## config.mk

```make
export PLATFORM = sky130hd
export DESIGN_NAME = ges_ram
export DESIGN_NICKNAME = d
export VERILOG_FILES = /design/src/sv/ges_ram.sv
export SDC_FILE = /design/constraint.sdc
export NUM_CORES = 1
export LEC_CHECK = 0
export BUFFER_PORTS_ARGS = -buffer_cell sky130_fd_sc_hd__buf_4
export CELL_PAD_IN_SITES_DETAIL_PLACEMENT = 0
export CELL_PAD_IN_SITES_GLOBAL_PLACEMENT = 1
export CORE_MARGIN = 3
export CORE_UTILIZATION = 45
export CTS_CLUSTER_SIZE = 30
export DETAILED_ROUTE_END_ITERATION = 16
export PLACE_DENSITY_LB_ADDON = 0.1
export SYNTH_ARGS = -nofsm -noshare
export SYNTH_HDL_FRONTEND = slang
export SYNTH_SLANG_ARGS = --single-unit
```

## constraint.sdc

```tcl
create_clock -name clk -period 2.9 [get_ports clk]
set_clock_uncertainty 0.15 [all_clocks]
set_input_delay 0.29 -clock clk [delete_from_list [all_inputs] [get_ports clk]]
set_output_delay 0.29 -clock clk [all_outputs]
set_load 0.05 [all_outputs]
```

## src/sv/ges_ram.sv

```systemverilog
// Generic synchronous RAM: one write port, two read ports, registered read data.
// No dependencies.
`timescale 1ns / 1ps
`default_nettype none

module ges_ram #(
  parameter int WIDTH = 8,
  parameter int DEPTH = 64
) (
  input  wire logic                     clk,
  input  wire logic                     we,
  input  wire logic [$clog2(DEPTH)-1:0] waddr,
  input  wire logic [WIDTH-1:0]         wdata,
  input  wire logic [$clog2(DEPTH)-1:0] raddr0,
  input  wire logic [$clog2(DEPTH)-1:0] raddr1,
  output logic      [WIDTH-1:0]         rdata0,
  output logic      [WIDTH-1:0]         rdata1
);

  logic [WIDTH-1:0] mem [DEPTH];

  // Write, then register both read ports.
  always_ff @(posedge clk) begin
    if (we) begin
      mem[waddr] <= wdata;
    end
    rdata0 <= mem[raddr0];
    rdata1 <= mem[raddr1];
  end

endmodule : ges_ram

`default_nettype wire

```

==> results.sh <==
export IMPL_status="complete, no violations"
export IMPL_post_cts_buffers=0
export IMPL_synth_area_um2=24300
export IMPL_synth_avg_cell_area_um2=20.0
export IMPL_die_y_um=238
export IMPL_place_congestion=0.833
export IMPL_area_delta_synth_final_pct=16.0
export IMPL_crit_path_start_kind="flip-flop"
export IMPL_final_nets=1387
export IMPL_grt_util_all_layers_pct=25.4
export IMPL_power_density_nw_per_um2=623
export IMPL_antenna_left=0
export IMPL_worstHoldPathType="primary input to flip-flop"
export IMPL_min_period_over_period_pct=83.4
export IMPL_p_leak_uw=0.00917
export IMPL_worst_pin_slew_ns=0.794
export IMPL_crit_required_ns=3.24
export IMPL_drc=0
export IMPL_yosys_warnings=0
export IMPL_dp_hpwl_mm=47.0
export IMPL_clock_sinks=528
export IMPL_yosysSeqAreaShare_pct=64.7
export IMPL_fillerInstances=4224
export IMPL_max_vdd_ir_drop_mv=0.428
export IMPL_hold_ws_ns=0.0683
export IMPL_setup_tns_ns=0
export IMPL_grt_setup_unrepaired="false"
export IMPL_maxSlewViolCount=0
export IMPL_fmax_mhz=414
export IMPL_num_vias=13500
export IMPL_cp_max_fo=2
export IMPL_routed_wl_mm=70.9
export IMPL_drt_iter0_markers=1502
export IMPL_antenna_found_initial=0
export IMPL_num_antenna_cells=0
export IMPL_slew_headroom_pct=47.1
export IMPL_final_cell_mix="512 x edfxtp_1, 270 x mux4_2, 161 x buf_4"
export IMPL_finalSetupViolations=0
export IMPL_grt_pass1_vias=13600
export IMPL_io_pins=44
export IMPL_critPathCaptureType="flip-flop"
export IMPL_cts_root_buffer="clkbuf_16"
export IMPL_port_buffers=43
export IMPL_critPathArrivalTime_ns=2.76
export IMPL_fin_crit_ns=2.42
export IMPL_cts_inserted_buffers=55
export IMPL_rows=84
export IMPL_path_class="flip-flop to flip-flop"
export IMPL_grt_pass1_wl_mm=101
export IMPL_synth_fp_nets=1239
export IMPL_clockBufferDepth=3
export IMPL_utilization_pct=53.2
export IMPL_syn_instance_count=1211
export IMPL_max_cap_violations=0
export IMPL_drt_first_pass_iters=5
export IMPL_layout_drive_gt1_share_pct=38.2
export IMPL_cts_tree="done"
export IMPL_dieArea_um2=56800
export IMPL_synth_cell_types=38
export IMPL_final_common_cell="edfxtp_1"
export IMPL_grt_overflow=0
export IMPL_ys_seq_elements=528
export IMPL_grt_max_degree=65
export IMPL_die_x_um=238
export IMPL_coreArea_um2=53000
export IMPL_clkLatencyLatePin_ns=0.61
export IMPL_power_uw=17500
export IMPL_vias_per_cell=6.44
export IMPL_hold_viol=0
export IMPL_htree_levels=2
export IMPL_wl_per_cell_um=33.9
export IMPL_path_clk_slew_ns=0.06
export IMPL_start_util_pct=45.8
[state kept, by name (all words and copies together) (netlist names)]
| signal | flops |
|---|---|
| rdata0 | 8 |
| mem | 512 |
| rdata1 | 8 |
[repair_timing]
item / CTS / global route
hold buffers: 4 / 0
gates resized for setup: 0 / 0
hold endpoints to repair: 12 / 0
[final cells by class]
cell class	instances	area [um2]	area share (%)
Sequential cell	528	15700	55.7
Multi-Input combinational cell	587	8100	28.8
Timing Repair Buffer	184	1600	5.68
Clock buffer	76	1540	5.46
Tap cell	688	861	3.06
Clock inverter	26	354	1.26
Inverter	3	11.3	0.0400
[worst max-delay path: stages (launching register included)]
cell	delay (ns)
edfxtp_1	0.41
mux4_2	0.47
nor2b_1	0.15
a211oi_1	0.53
buf_4	0.21
a2111oi_0	0.07
a311o_1	0.32
[kinds of logic (layout without fill, tap and decap cells)]
logic type / count (synthesis) / after routing / synth area share, %
flip-flops: 528 / 528 / 64.7
multiplexers: 338 / 338 / 27.9
AND/OR/NAND/NOR: 149 / 149 / 2.69
AO/OA/AOI/OAI: 100 / 100 / 2.81
buffers and inverters: 96 / 289 / 1.98
[Yosys cell counts]
library cell	instances	area (um2)
a2111oi_0	2	17.5
a211oi_1	2	15.0
a21oi_1	10	50.1
a221o_1	5	50.1
a221oi_1	7	61.3
a22oi_1	14	105
a311o_1	1	10.0
a32oi_1	1	8.76
and2_1	3	18.8
buf_1	11	41.3
buf_2	31	155
buf_4	12	90.1
buf_6	5	56.3
clkbuf_1	34	128
dfxtp_1	16	320
edfxtp_1	512	15400
inv_1	2	7.51
inv_2	1	3.75
mux2_2	2	22.5
mux2i_1	66	661
mux4_2	270	6080
nand2_1	28	105
nand2b_1	6	37.5
nand3_1	20	100
nand3b_1	2	15.0
nand4_1	3	18.8
nand4b_1	1	8.76
nor2_1	75	282
nor2b_1	8	50.1
nor3_1	2	10.0
o2111ai_1	1	8.76
o211ai_1	3	22.5
o21ai_0	17	85.1
o21ai_1	7	35.0
o221ai_1	5	43.8
o22ai_1	20	125
o31a_1	5	43.8
or3_1	1	6.26
[worst paths after layout]
| kind | endpoint | start | slack (ns) | depth (start not counted) |
|---|---|---|---|---|
| max | rdata0[7] | mem[18][7] | 0.48 | 6 |
| min | rdata1[1] | raddr1[3] | 0.07 | 3 |
| min reg2reg | rdata1[3] | mem[26][3] | 0.72 | 5 |
| max reg2reg | rdata0[7] | mem[18][7] | 0.48 | 6 |
[where the power goes]
part | internal (uW) | total [uW] | switching [uW]
clock network | 4490 | 7450 | 2960
registers | 8450 | 8510 | 62.0
logic | 640 | 1580 | 940
total | 13600 | 17500 | 3960
[metrics by stage]
stage	area, um2	cells	setup WS, ns
floorplan	24300	1211	0.650
finish	28200	2092	0.482
CTS	28200	2092	0.436
global route	28200	2092	0.248
detailed placement	26200	1986	0.133
global placement	26200	1986	0.120
[layer usage]
metal	global-route usage, %	up-vias	part of all wire, %
met5	0	-	0
met4	6.63	0	2.3
met3	3.84	90	6.9
met2	39.6	519	47
met1	38.1	7336	44
li1	-	5520	-
Power figures use the tool's default switching activity.
