==> config.mk <==
export PLATFORM = sky130hd
export DESIGN_NAME = ges_ctrl
export DESIGN_NICKNAME = d
export VERILOG_FILES = /design/src/sv/ges_pkg.sv /design/src/sv/ges_ctrl.sv
export SDC_FILE = /design/constraint.sdc
export NUM_CORES = 1
export LEC_CHECK = 0
export ABC_CLOCK_PERIOD_IN_PS = 800
export BUFFER_PORTS_ARGS = -buffer_cell sky130_fd_sc_hd__buf_2
export CAP_MARGIN = 0
export CORE_AREA = 3 3 40 42
export CTS_CLUSTER_SIZE = 28
export DETAILED_ROUTE_END_ITERATION = 6
export DIE_AREA = 0 0 43 45
export PLACE_DENSITY = 0.3
export SYNTH_ARGS = -nofsm -noshare
export SYNTH_HDL_FRONTEND = slang
export SYNTH_SLANG_ARGS = --single-unit
==> constraint.sdc <==
create_clock -name clk -period 0.8 [get_ports clk]
set_input_delay 0.08 -clock clk [delete_from_list [all_inputs] [get_ports clk]]
set_output_delay 0.08 -clock clk [all_outputs]
set_load 0.03 [all_outputs]
==> src/sv/ges_pkg.sv <==
// Shared types and constants for the graph adjacency edge store.
// No dependencies; every other file but ges_ram imports this package.
`timescale 1ns / 1ps
`default_nettype none

package ges_pkg;

  // Node count the store is built for.
  localparam int MAX_NODES = 64;
  // Memory address width for one node or one matrix row.
  localparam int NODE_AW   = $clog2(MAX_NODES);
  // Counter width: holds 0..MAX_NODES.
  localparam int CNT_W     = $clog2(MAX_NODES + 1);
  // Edge total width: holds 0..MAX_NODES*MAX_NODES.
  localparam int EDGE_W    = $clog2(MAX_NODES * MAX_NODES + 1);

  // Fixed field widths of the channels.
  localparam int OP_W      = 2;
  localparam int IDX_W     = 6;
  localparam int NUM_W     = 7;

  localparam logic [NUM_W-1:0] NUM_NODES_RST = NUM_W'(64);
  localparam logic [CNT_W-1:0] NODE_LIMIT    = CNT_W'(MAX_NODES);

  // Operation codes carried in the op field.
  localparam logic [OP_W-1:0] OP_ADD    = 2'd0;
  localparam logic [OP_W-1:0] OP_REMOVE = 2'd1;
  localparam logic [OP_W-1:0] OP_CLEAR  = 2'd2;

  // Sequencer states.
  typedef enum logic [1:0] {
    ST_IDLE,
    ST_CALC,
    ST_WRB
  } ges_state_t;

  // Strobes from the sequencer to the datapath.
  typedef struct packed {
    logic accept;  // input beat taken this cycle
    logic calc;    // read data valid: compute, write source node
    logic wrb;     // write destination node
    logic finish;  // move the result into the output register
  } ges_ctl_t;

  // One entry of the node count memory.
  typedef struct packed {
    logic [CNT_W-1:0] out_deg;
    logic [CNT_W-1:0] in_deg;
    logic [CNT_W-1:0] nbr;
  } node_cnt_t;

  localparam int NODE_W = $bits(node_cnt_t);

endpackage : ges_pkg

`default_nettype wire

==> src/sv/ges_ctrl.sv <==
// Item sequencer of the edge store: accept, compute, second write, hand-off.
// Depends on ges_pkg for the state and strobe types.
`timescale 1ns / 1ps
`default_nettype none

module ges_ctrl import ges_pkg::*; (
  input  wire logic clk,
  input  wire logic rst_n,
  input  wire logic in_valid,
  input  wire logic out_busy,
  output logic      in_ready,
  output ges_ctl_t  ctl
);

  ges_state_t state_r, state_nxt;

  // Hold the state.
  always_ff @(posedge clk) begin
    if (!rst_n) begin
      state_r <= ST_IDLE;
    end else begin
      state_r <= state_nxt;
    end
  end

  // Advance one item through read, compute and write-back.
  always_comb begin
    state_nxt  = state_r;
    in_ready   = 1'b0;
    ctl        = '0;
    unique case (state_r)
      ST_IDLE: begin
        in_ready = 1'b1;
        if (in_valid) begin
          ctl.accept = 1'b1;
          state_nxt  = ST_CALC;
        end
      end
      ST_CALC: begin
        ctl.calc  = 1'b1;
        state_nxt = ST_WRB;
      end
      ST_WRB: begin
        ctl.wrb = 1'b1;
        // Stall here while the previous result is still waiting.
        if (!out_busy) begin
          ctl.finish = 1'b1;
          state_nxt  = ST_IDLE;
        end
      end
      default: begin
        state_nxt = ST_IDLE;
      end
    endcase
  end

endmodule : ges_ctrl

`default_nettype wire

==> impl_metrics.env, run 1 <==
export IMPL_grt_antenna_before_repair=0
export IMPL_holdPathEnd="state_r[1]"
export IMPL_slew_viol_final=0
export IMPL_drtIter0Drc=1
export IMPL_via_count=114
export IMPL_firstDrtPassIters=2
export IMPL_design_portCount=9
export IMPL_fin_skew_ns=0.00144
export IMPL_min_period_ns=1.02
export IMPL_fillCellCount=145
export IMPL_leakagePower_nw=0.107
export IMPL_tightest_slew_ns=0.161
export IMPL_ys_ff_latch=2
export IMPL_clock_path_buffers=2
export IMPL_final_cell_mix="buf_6 (4), clkbuf_4 (3), buf_2 (3)"
export IMPL_start_util=0.0759
export IMPL_criticalPathCategory="reg2out"
export IMPL_dp_hpwl_microns=254
export IMPL_die_h_microns=45
export IMPL_rr_startpoint="state_r[0]"
export IMPL_largest_reg_flops=2
export IMPL_holdPathStages=2
export IMPL_violations="setup timing"
export IMPL_post_drt_via_cell_ratio=3.08
export IMPL_synth_area_per_cell_sq_um=8.87
export IMPL_grt_use_total=0.0524
export IMPL_fin_nets=28
export IMPL_finalSetupViolations=5
export IMPL_yosysUniqueCellTypes=9
export IMPL_pre_cts_ws_ns=-0.130
export IMPL_tritoncts="built"
export IMPL_grt_pass1_vias=144
export IMPL_finalWeightedCongestion=0.705
export IMPL_cts_root_buf="clkbuf_4"
export IMPL_final_common_cell="buf_6"
export IMPL_clock_latency_ns=0.22
export IMPL_yosysSeqAreaShare=0.410
export IMPL_cap_violations=0
export IMPL_syn_area_sq_um=97.6
export IMPL_setup_slack_ns=-0.218
export IMPL_ant_nets=0
export IMPL_drc=0
export IMPL_max_freq_ghz=0.982
export IMPL_cts_num_sinks=2
export IMPL_top_regs="state_r: 2 flops"
export IMPL_synth_fa_ha_area_frac=0
export IMPL_synth_compound_area_frac=0.0897
export IMPL_ff2ff_setup_slack_ns=0.05
export IMPL_drive_gt1_frac=0.773
export IMPL_grt_max_degree=5
export IMPL_cp_start_kind="flop"
export IMPL_htreeDepth=1
export IMPL_syn2layout_area_growth_pct=146
export IMPL_muxShareOfSynthArea=0
export IMPL_clkTransAtPathRegs_ns=0.03
export IMPL_grt_overflow=0
export IMPL_powerDensity_mw_per_mm2=1910
export IMPL_core_sq_mm=0.00128
export IMPL_die_w_microns=43
export IMPL_synth_simple_area_share=0.462
export IMPL_multi_input_area_sq_um=80.1
export IMPL_rows=13
export IMPL_critPathMaxFanout=4
export IMPL_ir_drop_mv=0.341
export IMPL_register_area_sq_um=47.5
export IMPL_grt_pass1_wl_microns=621
export IMPL_max_flop_register="state_r"
export IMPL_endpoint_kind="output port"
export IMPL_synth_top_family_by_area="simple AND/OR/NAND/NOR gates"
export IMPL_dieArea_sq_mm=0.00194
export IMPL_hold_path_class="in2reg"
export IMPL_syn_nets=15
export IMPL_holdBufCountCts=0
export IMPL_slew_headroom=0.892
export IMPL_diodes=0
export IMPL_cp_arrival_ns=0.94
export IMPL_syn_inst=11
export IMPL_hp_start="rst_n"
export IMPL_utilization=0.187
export IMPL_port_buffers=8
export IMPL_status="finished with violations"
export IMPL_grt_setup_unrepaired="true"
export IMPL_wl_per_cell_microns=9.00
export IMPL_numCtsBuffers=3
export IMPL_r2r_cells=2
export IMPL_r2r_end="state_r[0]"
export IMPL_drt_total_wl_microns=333
export IMPL_fin_crit_sh=1.27
export IMPL_ys_warnings_count=0
export IMPL_hold_violations=0
export IMPL_synth_xor_area_share=0
export IMPL_critical_path_required_ns=0.72
-- worst max-delay path by stage --
| stage | from | to | slack (ns) | depth (start not counted) |
|---|---|---|---|---|
| 2_1_floorplan | state_r[1] | state_r[0] | -0.14 | 2 |
| 3_3_place_gp | state_r[0] | ctl[0] | -0.10 | 3 |
| 3_5_place_dp | state_r[0] | ctl[0] | -0.13 | 3 |
| 4_1_cts | state_r[0] | ctl[1] | -0.23 | 3 |
| 5_1_grt | state_r[0] | ctl[0] | -0.26 | 3 |
| 6_report | state_r[0] | ctl[0] | -0.22 | 3 |
-- metal layers --
layer / part of all wire / GRT usage
met2: 0.49 / 0.0659
met3: 0.15 / 0.0319
met4: 0 / 0.0904
met1: 0.35 / 0.0432
met5: 0 / 0
-- timing repair --
item,CTS,global route
resized for setup,12,2
endpoints found under the setup margin,6,6
setup buffers,0,0
pin swaps,1,0
cloned,0,0
-- Yosys cell counts --
cell type  instances  share of area
and2_1             1          0.064
dfxtp_1            2           0.41
inv_1              1          0.038
nand2_1            1          0.038
nand2b_1           1          0.064
nor2_1             2          0.077
nor2b_2            1          0.090
nor3b_2            1           0.13
o2bb2ai_1          1          0.090
-- kinds of logic after synthesis --
| logic type | after synthesis |
|---|---|
| simple gates | 7 |
| compound gates | 1 |
| buf+inv | 1 |
| flops | 2 |
-- final cells by class --
type,instances,share of cell area
Multi-Input combinational cell,8,0.333
Clock buffer,3,0.0938
Tap cell,15,0.0781
Inverter,1,0.0156
Sequential cell,2,0.198
Timing Repair Buffer,8,0.281
-- report_power, final --
part / total (mW) / internal (mW) / switching [mW]
sequential: 0.117 / 0.105 / 0.0122
combinational: 0.118 / 0.0571 / 0.0613
clock: 0.223 / 0.165 / 0.0570
total: 0.458 / 0.328 / 0.131
-- worst max-delay path: stages (launching register included) --
cell,delay (ns)
dfxtp_4,0.35
nand2b_4,0.16
nor2_4,0.08
buf_6,0.13
-- through the flow --
| stage | setup TNS [ns] | cell area [sq um] | hold slack [ns] | cells | power, mW |
|---|---|---|---|---|---|
| 2_1_floorplan | -0.268 | 118 | 0.197 | 11 | 0.184 |
| 3_3_place_gp | -0.282 | 176 | 0.331 | 34 | 0.214 |
| 3_5_place_dp | -0.373 | 176 | 0.327 | 34 | 0.215 |
| 4_1_cts | -1.02 | 234 | 0.0881 | 37 | 0.481 |
| 5_1_grt | -1.15 | 240 | 0.122 | 37 | 0.495 |
| 6_report | -0.906 | 240 | 0.0985 | 37 | 0.458 |
Note: power is estimated with default switching activity, not from simulation.
==> run 2, diff against run 1 <==
PLACE_DENSITY = 0.35   (was 0.3)
==> impl_metrics.env, run 2 (same netlist as run 1, synthesis figures left out) <==
export IMPL_status="finished with violations"
export IMPL_violations="setup timing"
export IMPL_clock_path_buffers=2
export IMPL_die_h_microns=45
export IMPL_hold_violations=0
export IMPL_cp_arrival_ns=0.94
export IMPL_rr_startpoint="state_r[0]"
export IMPL_dp_hpwl_microns=242
export IMPL_cpMostUsedCell="buf_6"
export IMPL_criticalPathCategory="reg2out"
export IMPL_endpoint_kind="output port"
export IMPL_top_regs="state_r: 2 flops"
export IMPL_fin_nets=30
export IMPL_die_w_microns=43
export IMPL_postPlaceCellArea_sq_um=184
export IMPL_leakagePower_nw=0.115
export IMPL_tritoncts="built"
export IMPL_cts_num_sinks=2
export IMPL_via_count=120
export IMPL_cp_buffers_inverters=2
export IMPL_clock_latency_ns=0.22
export IMPL_fin_area_sq_um=259
export IMPL_hp_start="rst_n"
export IMPL_final_common_cell="buf_6"
export IMPL_hold_path_class="in2reg"
export IMPL_cp_start_kind="flop"
export IMPL_fin_crit_sh=1.28
export IMPL_largest_reg_flops=2
export IMPL_htreeDepth=1
export IMPL_rows=13
export IMPL_register_area_sq_um=47.5
export IMPL_finalWeightedCongestion=0.601
export IMPL_hold_ws_ns=0.0966
export IMPL_drive_gt1_frac=0.833
export IMPL_firstDrtPassIters=1
export IMPL_critical_path_required_ns=0.72
export IMPL_drtIter0Drc=0
export IMPL_max_flop_register="state_r"
export IMPL_grt_max_degree=5
export IMPL_drc=0
export IMPL_dieArea_sq_mm=0.00194
export IMPL_tightest_slew_ns=0.158
export IMPL_grt_setup_unrepaired="true"
export IMPL_diodes=0
export IMPL_grt_use_total=0.0415
export IMPL_wl_per_cell_microns=7.54
export IMPL_cp_slowest_cell="dfxtp_4"
export IMPL_grt_overflow=0
export IMPL_port_buffers=8
export IMPL_numCtsBuffers=3
export IMPL_cap_violations=0
export IMPL_fillCellCount=139
export IMPL_setup_slack_ns=-0.224
export IMPL_crit_path_cell_trace="buf_6 > nor2b_4 > buf_6"
export IMPL_fin_skew_ns=0.000252
export IMPL_start_util=0.0759
export IMPL_slew_headroom=0.895
export IMPL_design_portCount=9
export IMPL_critPathMaxFanout=4
export IMPL_ant_nets=0
export IMPL_utilization=0.202
export IMPL_multi_input_area_sq_um=80.1
export IMPL_path_delay_family="flip-flops"
export IMPL_post_drt_via_cell_ratio=3.08
export IMPL_cpPeakStageDelay_ns=0.36
export IMPL_core_sq_mm=0.00128
export IMPL_grt_pass1_vias=132
export IMPL_finalSetupViolations=6
export IMPL_drt_total_wl_microns=294
export IMPL_syn2layout_area_growth_pct=165
export IMPL_clkTransAtPathRegs_ns=0.03
export IMPL_tns_ns=-0.968
export IMPL_powerDensity_mw_per_mm2=1780
export IMPL_max_freq_ghz=0.977
export IMPL_cts_root_buf="clkbuf_4"
export IMPL_ir_drop_mv=0.559
export IMPL_final_cell_mix="buf_6 (5), clkbuf_4 (3), buf_2 (3)"
export IMPL_grt_antenna_before_repair=0
export IMPL_grt_pass1_wl_microns=510
export IMPL_startpoint="state_r[1]"
export IMPL_slew_viol_final=0
export IMPL_min_period_ns=1.02
[run 2: what timing repair did]
item                                    CTS  global route
pin swaps                                 0             1
buffers inserted                          1             0
hold buffers                              0             0
endpoints found under the setup margin    6             7
resized for setup                        16             0
[run 2: worst paths after layout]
check	to	slack, ns	cells after the start
setup reg to reg	state_r[1]	-0.03	3
hold / removal	state_r[1]	0.1	2
setup / recovery	ctl[2]	-0.22	3
hold reg to reg	state_r[0]	0.57	2
[run 2: area by class of cell]
| type | count | area share |
|---|---|---|
| inverters | 1 | 0.0145 |
| multi-input cells | 8 | 0.309 |
| clock buffers | 3 | 0.0870 |
| well taps | 15 | 0.0725 |
| flip-flops and latches | 2 | 0.184 |
| repair buffers | 10 | 0.333 |
[run 2: routing by layer]
metal  vias to the layer above  wire [microns]  part of all wire  global-route usage
li1                         63               -                 -                   -
met1                        48             143              0.49              0.0407
met2                         9             106              0.36              0.0479
met3                         0              44              0.15              0.0319
met4                         0               0                 0              0.0542
met5                         -               0                 0                   0
[run 2: where the power goes]
| part | total [mW] | internal [mW] | switching (mW) |
|---|---|---|---|
| sequential | 0.117 | 0.105 | 0.0116 |
| clock | 0.215 | 0.165 | 0.0504 |
| combinational | 0.130 | 0.0654 | 0.0646 |
| total | 0.462 | 0.335 | 0.127 |
[run 2: worst register-to-register path: cells and delay by family, from the launching register on]
family / cells / cell delay [ns]
buf+inv: 1 / 0.13
flops: 1 / 0.35
simple gates: 1 / 0.16
compound gates: 1 / 0.12
[run 2: metrics by stage]
step,worst slack (ns),cells,power (mW)
detailed placement,-0.137,35,0.219
floorplan,-0.145,11,0.184
global placement,-0.103,35,0.219
CTS,-0.241,39,0.481
global route,-0.258,39,0.489
finish,-0.224,39,0.462
==> run 3, diff against run 2 <==
SETUP_SLACK_MARGIN = 0.2   (was not set)
==> impl_metrics.env, run 3 (same netlist as run 1, synthesis figures left out) <==
export IMPL_firstDrtPassIters=2
export IMPL_final_cell_mix="buf_6 (6), clkbuf_4 (3), buf_2 (3)"
export IMPL_rr_startpoint="state_r[0]"
export IMPL_clkTransAtPathRegs_ns=0.03
export IMPL_finalWeightedCongestion=0.606
export IMPL_hold_violations=0
export IMPL_slew_headroom=0.894
export IMPL_hold_path_class="in2reg"
export IMPL_status="finished with violations"
export IMPL_ant_nets=0
export IMPL_final_common_cell="buf_6"
export IMPL_drtIter0Drc=1
export IMPL_cp_slowest_cell="dfxtp_4"
export IMPL_path_delay_family="flip-flops"
export IMPL_port_buffers=8
export IMPL_utilization=0.209
export IMPL_start_util=0.0759
export IMPL_powerDensity_mw_per_mm2=1740
export IMPL_top_regs="state_r: 2 flops"
export IMPL_cp_arrival_ns=0.94
export IMPL_die_w_microns=43
export IMPL_cp_start_kind="flop"
export IMPL_die_h_microns=45
export IMPL_grt_pass1_vias=134
export IMPL_largest_reg_flops=2
export IMPL_syn2layout_area_growth_pct=176
export IMPL_slew_viol_final=0
export IMPL_fillCellCount=148
export IMPL_wl_per_cell_microns=8.33
export IMPL_rows=13
export IMPL_drive_gt1_frac=0.875
export IMPL_critical_path_required_ns=0.72
export IMPL_numCtsBuffers=3
export IMPL_holdPathStages=2
export IMPL_htreeDepth=1
export IMPL_grt_max_degree=5
export IMPL_drt_total_wl_microns=325
export IMPL_design_portCount=9
export IMPL_finalNonFillerCells=39
export IMPL_cpPeakStageDelay_ns=0.35
export IMPL_diodes=0
export IMPL_tightest_slew_ns=0.158
export IMPL_crit_path_cell_trace="nand2b_4 > nor2_4 > buf_6"
export IMPL_dieArea_sq_mm=0.00194
export IMPL_fin_skew_ns=0.00118
export IMPL_endpoint_kind="output port"
export IMPL_cp_buffers_inverters=1
export IMPL_ff2ff_setup_slack_ns=0
export IMPL_clock_path_buffers=2
export IMPL_setup_slack_ns=-0.221
export IMPL_criticalPathCategory="reg2out"
export IMPL_r2r_end="state_r[1]"
export IMPL_tritoncts="built"
export IMPL_leakagePower_nw=0.118
export IMPL_max_flop_register="state_r"
export IMPL_grt_use_total=0.0407
export IMPL_fin_area_sq_um=269
export IMPL_cts_root_buf="clkbuf_4"
export IMPL_hp_start="rst_n"
export IMPL_min_period_ns=1.02
export IMPL_r2r_cells=3
export IMPL_grt_setup_unrepaired="true"
export IMPL_grt_antenna_before_repair=0
export IMPL_cts_num_sinks=2
export IMPL_clock_latency_ns=0.22
export IMPL_grt_pass1_wl_microns=531
export IMPL_via_count=119
export IMPL_grt_overflow=0
export IMPL_post_place_cells=34
export IMPL_postPlaceCellArea_sq_um=176
export IMPL_fin_nets=30
export IMPL_post_drt_via_cell_ratio=3.05
export IMPL_fin_crit_sh=1.28
export IMPL_critPathMaxFanout=4
export IMPL_ir_drop_mv=1.03
export IMPL_drc=0
export IMPL_core_sq_mm=0.00128
export IMPL_violations="setup timing"
export IMPL_finalSetupViolations=6
export IMPL_cap_violations=0
export IMPL_max_freq_ghz=0.980
export IMPL_holdPathEnd="state_r[1]"
==> run 3: cell count changes in the layout (fill, tap and decap cells not counted) <==
| cell | before | now |
|---|---|---|
| buf_4 | 2 | 1 |
| o2bb2ai_1 | 1 | 0 |
| buf_6 | 5 | 6 |
| o2bb2ai_2 | 0 | 1 |
==> run 3: layer usage <==
| metal | global-route usage | routed length (microns) | vias up |
|---|---|---|---|
| li1 | - | - | 62 |
| met1 | 0.0480 | 165 | 48 |
| met2 | 0.0449 | 110 | 9 |
| met3 | 0.0438 | 49 | 0 |
| met4 | 0.0181 | 0 | 0 |
| met5 | 0 | 0 | - |
==> run 3: cell type report <==
| cell class | instances | area (sq um) | share of cell area |
|---|---|---|---|
| timing repair buffer | 10 | 90.1 | 0.335 |
| multi-input combinational | 8 | 86.3 | 0.321 |
| sequential | 2 | 47.5 | 0.177 |
| clock buffer | 3 | 22.5 | 0.0837 |
| tap | 15 | 18.8 | 0.0698 |
| inverter | 1 | 3.75 | 0.0140 |
==> run 3: timing repair <==
item,CTS,global route
buffers inserted,0,2
hold buffers,0,0
pin swaps,2,2
endpoints found under the setup margin,7,7
gates resized for setup,12,5
==> run 3: per-stage QoR <==
stage | hold WS [ns] | setup WS, ns | power [mW] | TNS (ns)
3_5_place_dp | 0.318 | -0.153 | 0.216 | -0.415
3_3_place_gp | 0.308 | -0.132 | 0.214 | -0.360
5_1_grt | 0.117 | -0.265 | 0.505 | -1.17
6_report | 0.107 | -0.221 | 0.469 | -0.900
4_1_cts | 0.0861 | -0.221 | 0.463 | -0.984
2_1_floorplan | 0.197 | -0.145 | 0.185 | -0.254
==> run 3: report_power, final <==
part	leakage (nW)	switching (mW)	internal, mW
Sequential	0.0178	0.0123	0.105
Clock	0.0138	0.0501	0.165
Combinational	0.0868	0.0672	0.0693
==> run 3: how the worst max path moves through the flow <==
stage | from | to | depth (start not counted)
2_1_floorplan | state_r[1] | state_r[0] | 2
3_3_place_gp | state_r[0] | ctl[0] | 3
3_5_place_dp | state_r[0] | ctl[0] | 3
4_1_cts | state_r[0] | ctl[0] | 3
5_1_grt | state_r[0] | ctl[0] | 3
6_report | state_r[0] | ctl[0] | 3
